`src/sv/kqrl_ram.sv`:
```
// Generic single-port-write, one-read RAM with registered read data.
// No package dependencies.
module kqrl_ram #(
  parameter int Width = 8,
  parameter int Depth = 16
) (
  input  logic                     clk,
  input  logic                     we,
  input  logic [$clog2(Depth)-1:0] waddr,
  input  logic [Width-1:0]         wdata,
  input  logic [$clog2(Depth)-1:0] raddr,
  output logic [Width-1:0]         rdata
);
  logic [Width-1:0] mem [Depth];

  always_ff @(posedge clk) begin
    if (we) begin
      mem[waddr] <= wdata;
    end
    rdata <= mem[raddr];
  end
endmodule

```
`config.mk`:
```
export PLATFORM = sky130hd
export DESIGN_NAME = kqrl_ram
export DESIGN_NICKNAME = d
export VERILOG_FILES = /design/src/sv/kqrl_ram.sv
export SDC_FILE = /design/constraint.sdc
export NUM_CORES = 1
export LEC_CHECK = 0
export ABC_AREA = 1
export ABC_CLOCK_PERIOD_IN_PS = 2600
export BUFFER_PORTS_ARGS = -buffer_cell sky130_fd_sc_hd__buf_2
export CAP_MARGIN = 10
export CORE_MARGIN = 1
export CORE_UTILIZATION = 60
export DETAILED_ROUTE_END_ITERATION = 6
export PLACE_DENSITY = 0.84
export SYNTH_ARGS = -nofsm -noshare
export SYNTH_HDL_FRONTEND = slang
export SYNTH_SLANG_ARGS = --single-unit
```
`constraint.sdc`:
```
create_clock -name clk -period 2.6 [get_ports clk]
set_input_delay 0.65 -clock clk [delete_from_list [all_inputs] [get_ports clk]]
set_output_delay 0.65 -clock clk [all_outputs]
set_load 0.02 [all_outputs]
```
# Yosys cells after proc, flatten, opt, wreduce, memory -nomap -nowiden
# Memory sizes are Yosys's and may differ from the RTL's. A register that Yosys moved wholly into a read port is not among the register bits.
# Index checks and enable logic that the tools add are counted.
dict set report op_classes {
  n_mux 2
}
# operator n
set op_table {}
lappend op_table {{$mux 1} 2}
dict set report word_totals {
  regBits 0
  ramBits 128
  mem_count 1
}
# memory depth word_bits rd rd_ports_with_merged_regs write_ports line_no
set mem_list {}
lappend mem_list {mem 16 8 1 1 1 14} ;# logic [Width-1:0] mem [Depth];

# Depth between registers and ports, before layout
# Gate-level depths: netlist (run 1).
dict set report depth {
  depth_word 2
  mapped_depth 8
  depth_no_buf 7
}

# Least setup slack after synthesis (run 1)
# Ideal clock, no wire load.
dict set report synth_timing {
  path_kind {input-to-reg}
  from {input port waddr[2]}
  to {memory mem[10][0], enable pin}
  arrival_ps 1231
  required_time_ps 2230
  setup_slack_ps 999
  path_stages 2
  n_path_buf 0
  path_cell_list {nand3b_1 nor2_1}
}
# element line_no
set synth_rtl {}
lappend synth_rtl {{start: declaration} 9} ;# input logic [$clog2(Depth)-1:0] waddr,
lappend synth_rtl {{end: declaration} 14}
# Straight into the memory's write port.

# Worst setup path in the final report (run 1)
dict set report layout_timing {
  from {register rdata[3] (read register of mem)}
  to {output port rdata[3]}
}
# element line_no
set layout_rtl {}
lappend layout_rtl {{start: declaration} 12} ;# output logic [Width-1:0] rdata
# No word-level cell between the ends.

==> impl_metrics.py, run 1 <==
metrics = {
    "cells_and_area": {
        "area_growth_pct": 13.7,
        "multi_input_area_um2": 1210,
        "fin_area_um2": 6560,
        "fillers": 638,
        "nets": 594,
        "final-seq-area_um2": 4000,
        "drive_above_1_share_pct": 10.2,
        "diodes": 0,
    },
    "clock_tree": {
        "clock-sinks": 136,
        "cts-resized-gates": 0,
        "cts-htree-levels": 4,
        "cts_tree": "built",
        "cts-root-buf": "clkbuf_8",
        "cts_setup_buffers": 0,
        "cts_buffers": 17,
        "worstSkewPairLatency_ns": 0.52,
        "clock_path_buffers": 2,
        "cts_hold_buf": 0,
        "clk_pin_slew_ns": 0.06,
    },
    "floorplan": {
        "design.die.area_um2": 10000,
        "initial_core_util_pct": 62.1,
        "die_h_um": 100,
        "coreArea_um2": 9280,
        "row_count": 35,
        "die_x_um": 100,
        "io_pins": 26,
    },
    "global_routing": {
        "grt_pass1_vias": 3814,
        "grt.overflow.total": 0,
        "track_usage_pct": 27.8,
        "grtUsageMet1_pct": 34.3,
        "antenna_found_initial": 0,
        "gr-usage-met3_pct": 7.38,
        "grt_max_degree": 65,
        "gr-max-usage-layer": "met2",
        "groute.layer.met2.usage_pct": 45.1,
        "grt_pass1_wl_mm": 19.7,
    },
    "worst_setup_path": {
        "slowest_delay_ns": 0.30,
        "worst-path-max-fanout": 1,
        "worstSetupEndpoint": "rdata[3]",
        "worstSetupEndpointType": "output port",
        "cp.required_ns": 1.95,
        "r2r_start": "mem[4][6]$_DFFE_PP_",
        "crit_cells": 1,
        "rr_worst_depth": 6,
        "arrival_ns": 0.98,
        "crit_slowest_cell": "dfxtp_1",
        "worst-r2r-setup-slack_ns": 1.51,
        "worstPathCellList": "buf_2",
        "crit_start": "rdata[3]$_DFF_P_",
        "worst_setup_path_start_kind": "register",
        "crit_type": "register to output port",
        "critical-path-top-delay-family": "flip-flops",
        "path_buf_inv": 1,
        "rr_endpoint": "rdata[6]$_DFF_P_",
    },
    "sta": {
        "max_freq_ghz": 0.615,
        "rsz0062_at_grt": "no",
        "tns_ns": 0,
        "max_slew.worst_pin.slew_ns": 0.737,
        "skew_ns": 0.00863,
        "setup_viol": 0,
        "finalCriticalPeriod_ns": 1.63,
        "slew_viol_final": 0,
        "period_share_pct": 62.5,
        "report.final.hold_viol_count": 0,
        "maxSlewHeadroom_pct": 50.7,
        "holdWs_ns": 0.503,
        "worst_slack_ns": 0.975,
    },
    "pwr": {
        "power_density_nw_per_um2": 807,
        "leakage_nw": 2.84,
        "ir_worst_vdd_mv": 0.550,
    },
    "drt": {
        "vias": 3853,
        "drtIter0Drc": 429,
        "routedWlPerCell_um": 17.6,
        "vias_per_cell": 5.37,
        "drt-total-wl_mm": 12.6,
        "drtAntennaViolNets": 0,
        "drc_errors": 0,
        "firstDrtPassIters": 5,
    },
    "logic_synthesis": {
        "synth-compound-area-share_pct": 0,
        "yosys_warnings": 0,
        "netlist_instances": 551,
        "synth_fp_nets": 569,
        "syn_avg_cell_area_um2": 10.5,
        "syn_area_um2": 5770,
        "yosys.cell_types.count": 12,
        "synth_top_family_by_area": "simple AND/OR/NAND/NOR gates",
        "synthXorXnorAreaFrac_pct": 0,
        "yosys.area_share.simple_pct": 21.0,
        "muxShareOfSynthArea_pct": 0,
        "synth_seq_cells": 136,
        "yosys.area_share.adder_pct": 0,
        "synth_seq_area_share_pct": 69.4,
    },
    "placement": {
        "hpwl_mm": 7.27,
        "routabilityCongestion": 0.900,
        "pre_cts_ws_ns": 0.576,
        "placed_area_um2": 5940,
        "portBuffers": 25,
    },
    "run": {
        "maxCapViolations": 0,
    },
    "min_path": {
        "worstHoldStart": "raddr[3]",
        "hold_path.class": "primary input to register",
    },
    "outcome": {
        "status": "finished, final reports clean",
    },
}
power breakdown:
part	internal, mW	switching [mW]	leakage (nW)
combinational	0.0816	0.226	1.32
clock	1.64	0.875	0.300
sequential	2.45	0.0132	1.22
total	4.18	1.11	2.84
how the worst min path moves through the flow:
stage                             to  slack (ns)  cells past startpoint
floorplan           rdata[0]$_DFF_P_        0.61                      6
global placement    rdata[6]$_DFF_P_        0.64                      6
detailed placement  rdata[0]$_DFF_P_        0.65                      6
CTS                 rdata[4]$_DFF_P_        0.48                      3
global route        rdata[5]$_DFF_P_        0.49                      3
finish              rdata[4]$_DFF_P_        0.50                      3
synthesized netlist by cell type (all sizes together):
| cell type | instances | area [µm²] |
|---|---|---|
| nand2 | 173 | 649 |
| edfxtp | 128 | 3840 |
| inv | 102 | 383 |
| nand3 | 97 | 485 |
| buf | 24 | 166 |
| nor2 | 17 | 63.8 |
| dfxtp | 8 | 160 |
| nand3b | 2 | 15.0 |
cells by family (layout without fill, tap and decap cells):
logic type	Yosys count	count (layout)
flops	136	136
simple gates	289	289
buf+inv	126	163
flip-flops by register name (all words and copies together) (netlist names):
| name | cells |
|---|---|
| rdata | 8 |
| mem | 128 |
stage by stage:
| step | power, mW | instances | utilization (%) |
|---|---|---|---|
| after floorplan | 2.70 | 551 | - |
| after global placement | 2.80 | 686 | 63.9 |
| after detailed placement | 2.81 | 686 | 63.9 |
| after CTS | 5.30 | 717 | 70.6 |
| after global routing | 5.44 | 717 | 70.6 |
| final | 5.29 | 717 | 70.6 |
per-layer routing:
| layer | up-vias | share of wire, % |
|---|---|---|
| li1 | 1824 | - |
| met1 | 1754 | 37 |
| met2 | 234 | 50 |
| met3 | 41 | 9.6 |
| met4 | 0 | 3.4 |
| met5 | - | 0 |
layout by cell type, fill, tap and decap left out, drive strengths merged:
cell / n
nand3b: 2
clkinvlp: 1
bufinv: 5
clkbuf: 18
buf: 30
clkinv: 5
nand2: 173
inv: 104
edfxtp: 128
nand3: 97
nor2: 17
dfxtp: 8
final cells by class:
| type | count | area share, % |
|---|---|---|
| Tap cell | 129 | 2.46 |
| Inverter | 102 | 5.84 |
| Timing Repair Buffer | 30 | 2.67 |
| Clock inverter | 13 | 3.07 |
| Sequential cell | 136 | 61.1 |
| Clock buffer | 18 | 6.37 |
| Multi-Input combinational cell | 289 | 18.5 |
No activity file was read; power rests on OpenSTA's default activity.
==> run 2: changes to the inputs <==
ABC_CLOCK_PERIOD_IN_PS = 1600   (was 2600)
clock period = 1.6 ns   (was 2.6 ns; I/O delays follow)
==> impl_metrics.py, run 2 (synthesized netlist as in run 1, its figures left out) <==
metrics = {
    "worst_setup_path": {
        "slowest_delay_ns": 0.33,
        "worstSetupEndpointType": "output port",
        "cp.required_ns": 1.20,
        "crit_start": "rdata[7]$_DFF_P_",
        "crit_type": "register to output port",
        "rr_worst_depth": 6,
        "rr_endpoint": "rdata[4]$_DFF_P_",
        "crit_cells": 1,
        "worst-r2r-setup-slack_ns": 0.47,
        "worstSetupEndpoint": "rdata[7]",
        "worst_setup_path_start_kind": "register",
        "r2r_start": "mem[4][4]$_DFFE_PP_",
        "worst-path-max-fanout": 1,
        "path_buf_inv": 1,
        "worstPathCellList": "buf_2",
        "critical-path-top-delay-family": "flip-flops",
        "arrival_ns": 1.02,
        "crit_slowest_cell": "dfxtp_1",
    },
    "placement": {
        "portBuffers": 25,
        "placed_area_um2": 6110,
        "routabilityCongestion": 0.846,
        "hpwl_mm": 7.26,
        "place_inst": 704,
    },
    "clock_tree": {
        "cts_hold_buf": 0,
        "cts_setup_buffers": 0,
        "clock_path_buffers": 2,
        "cts_tree": "built",
        "worstSkewPairLatency_ns": 0.52,
        "cts_buffers": 17,
        "cts-root-buf": "clkbuf_8",
        "cts-htree-levels": 4,
        "cts-resized-gates": 0,
        "clock-sinks": 136,
        "clk_pin_slew_ns": 0.06,
    },
    "global_routing": {
        "track_usage_pct": 28.9,
        "grt_max_degree": 65,
        "antenna_found_initial": 0,
        "grt_pass1_wl_mm": 20.8,
        "grt.overflow.total": 0,
        "grt_pass1_vias": 3991,
    },
    "pwr": {
        "ir_worst_vdd_mv": 0.852,
        "power_density_nw_per_um2": 1300,
        "leakage_nw": 2.97,
    },
    "floorplan": {
        "design.die.area_um2": 10000,
        "io_pins": 26,
        "die_h_um": 100,
        "die_x_um": 100,
        "coreArea_um2": 9280,
        "row_count": 35,
        "initial_core_util_pct": 62.1,
    },
    "cells_and_area": {
        "top_register": "mem",
        "nets": 612,
        "fin_area_um2": 6750,
        "final_cell_mix": "nand2_1, edfxtp_1, inv_1, nand3_1, buf_2",
        "diodes": 0,
        "final_cells": 736,
        "top_regs": "mem (128), rdata (8)",
        "drive_above_1_share_pct": 12.9,
        "largest_register_ff_count": 128,
        "area_growth_pct": 17.1,
        "final_common_cell": "nand2_1",
    },
    "sta": {
        "tns_ns": 0,
        "skew_ns": 0.00935,
        "rsz0062_at_grt": "no",
        "report.final.hold_viol_count": 0,
        "max_slew.worst_pin.slew_ns": 0.399,
        "maxSlewHeadroom_pct": 73.4,
        "max_freq_ghz": 0.703,
        "setup_viol": 0,
        "period_share_pct": 88.9,
        "finalCriticalPeriod_ns": 1.42,
        "slew_viol_final": 0,
    },
    "drt": {
        "drt-total-wl_mm": 13.1,
        "drc_errors": 0,
        "drtAntennaViolNets": 0,
        "vias_per_cell": 5.55,
        "drtIter0Drc": 505,
        "vias": 4082,
        "routedWlPerCell_um": 17.8,
        "firstDrtPassIters": 7,
    },
    "run": {
        "maxCapViolations": 0,
    },
    "min_path": {
        "worstHoldStart": "raddr[3]",
        "hold_path.class": "primary input to register",
    },
    "outcome": {
        "status": "finished, final reports clean",
    },
}
-- run 2: worst min path at each step --
stage / end / slack [ns] / cells after the start
after floorplan: mem[0][0]$_DFFE_PP_ / 0.50 / 0
after global placement: rdata[4]$_DFF_P_ / 0.66 / 6
after detailed placement: rdata[7]$_DFF_P_ / 0.67 / 6
after CTS: rdata[6]$_DFF_P_ / 0.21 / 3
after global routing: rdata[7]$_DFF_P_ / 0.24 / 3
final: rdata[6]$_DFF_P_ / 0.22 / 3
-- run 2: area by class of cell --
cell class                      instances  area, µm²
Tap cell                              129        161
Fill cell                             583       2530
Clock buffer                           17        414
Multi-Input combinational cell        289       1210
Clock inverter                         15        230
Inverter                              102        383
Sequential cell                       136       4000
Timing Repair Buffer                   48        348
-- run 2: per-stage QoR --
step | hold WS [ns] | power (mW) | util, % | worst slack (ns)
final | 0.224 | 8.80 | 72.7 | 0.178
after global routing | 0.239 | 9.03 | 72.7 | 0.120
after CTS | 0.213 | 8.79 | 72.7 | 0.130
after detailed placement | 0.670 | 4.59 | 65.8 | 0.110
after global placement | 0.656 | 4.57 | 65.8 | 0.163
after floorplan | 0.499 | 4.39 | - | 0.249
-- run 2: per-layer routing --
metal  share of wire [%]  vias to the layer above  GRT usage [%]
li1                    -                     1858              -
met1                  37                     1910           36.8
met2                  50                      262           47.6
met3                 9.3                       52           5.92
met4                 3.9                        0           15.1
met5                   0                        -              0
-- run 2: power by group --
part	leakage [nW]	total, mW	internal, mW	switching (mW)
clock	0.312	4.26	2.82	1.44
combinational	1.43	0.533	0.156	0.378
sequential	1.22	4.01	3.98	0.0227
total	2.97	8.80	6.96	1.84
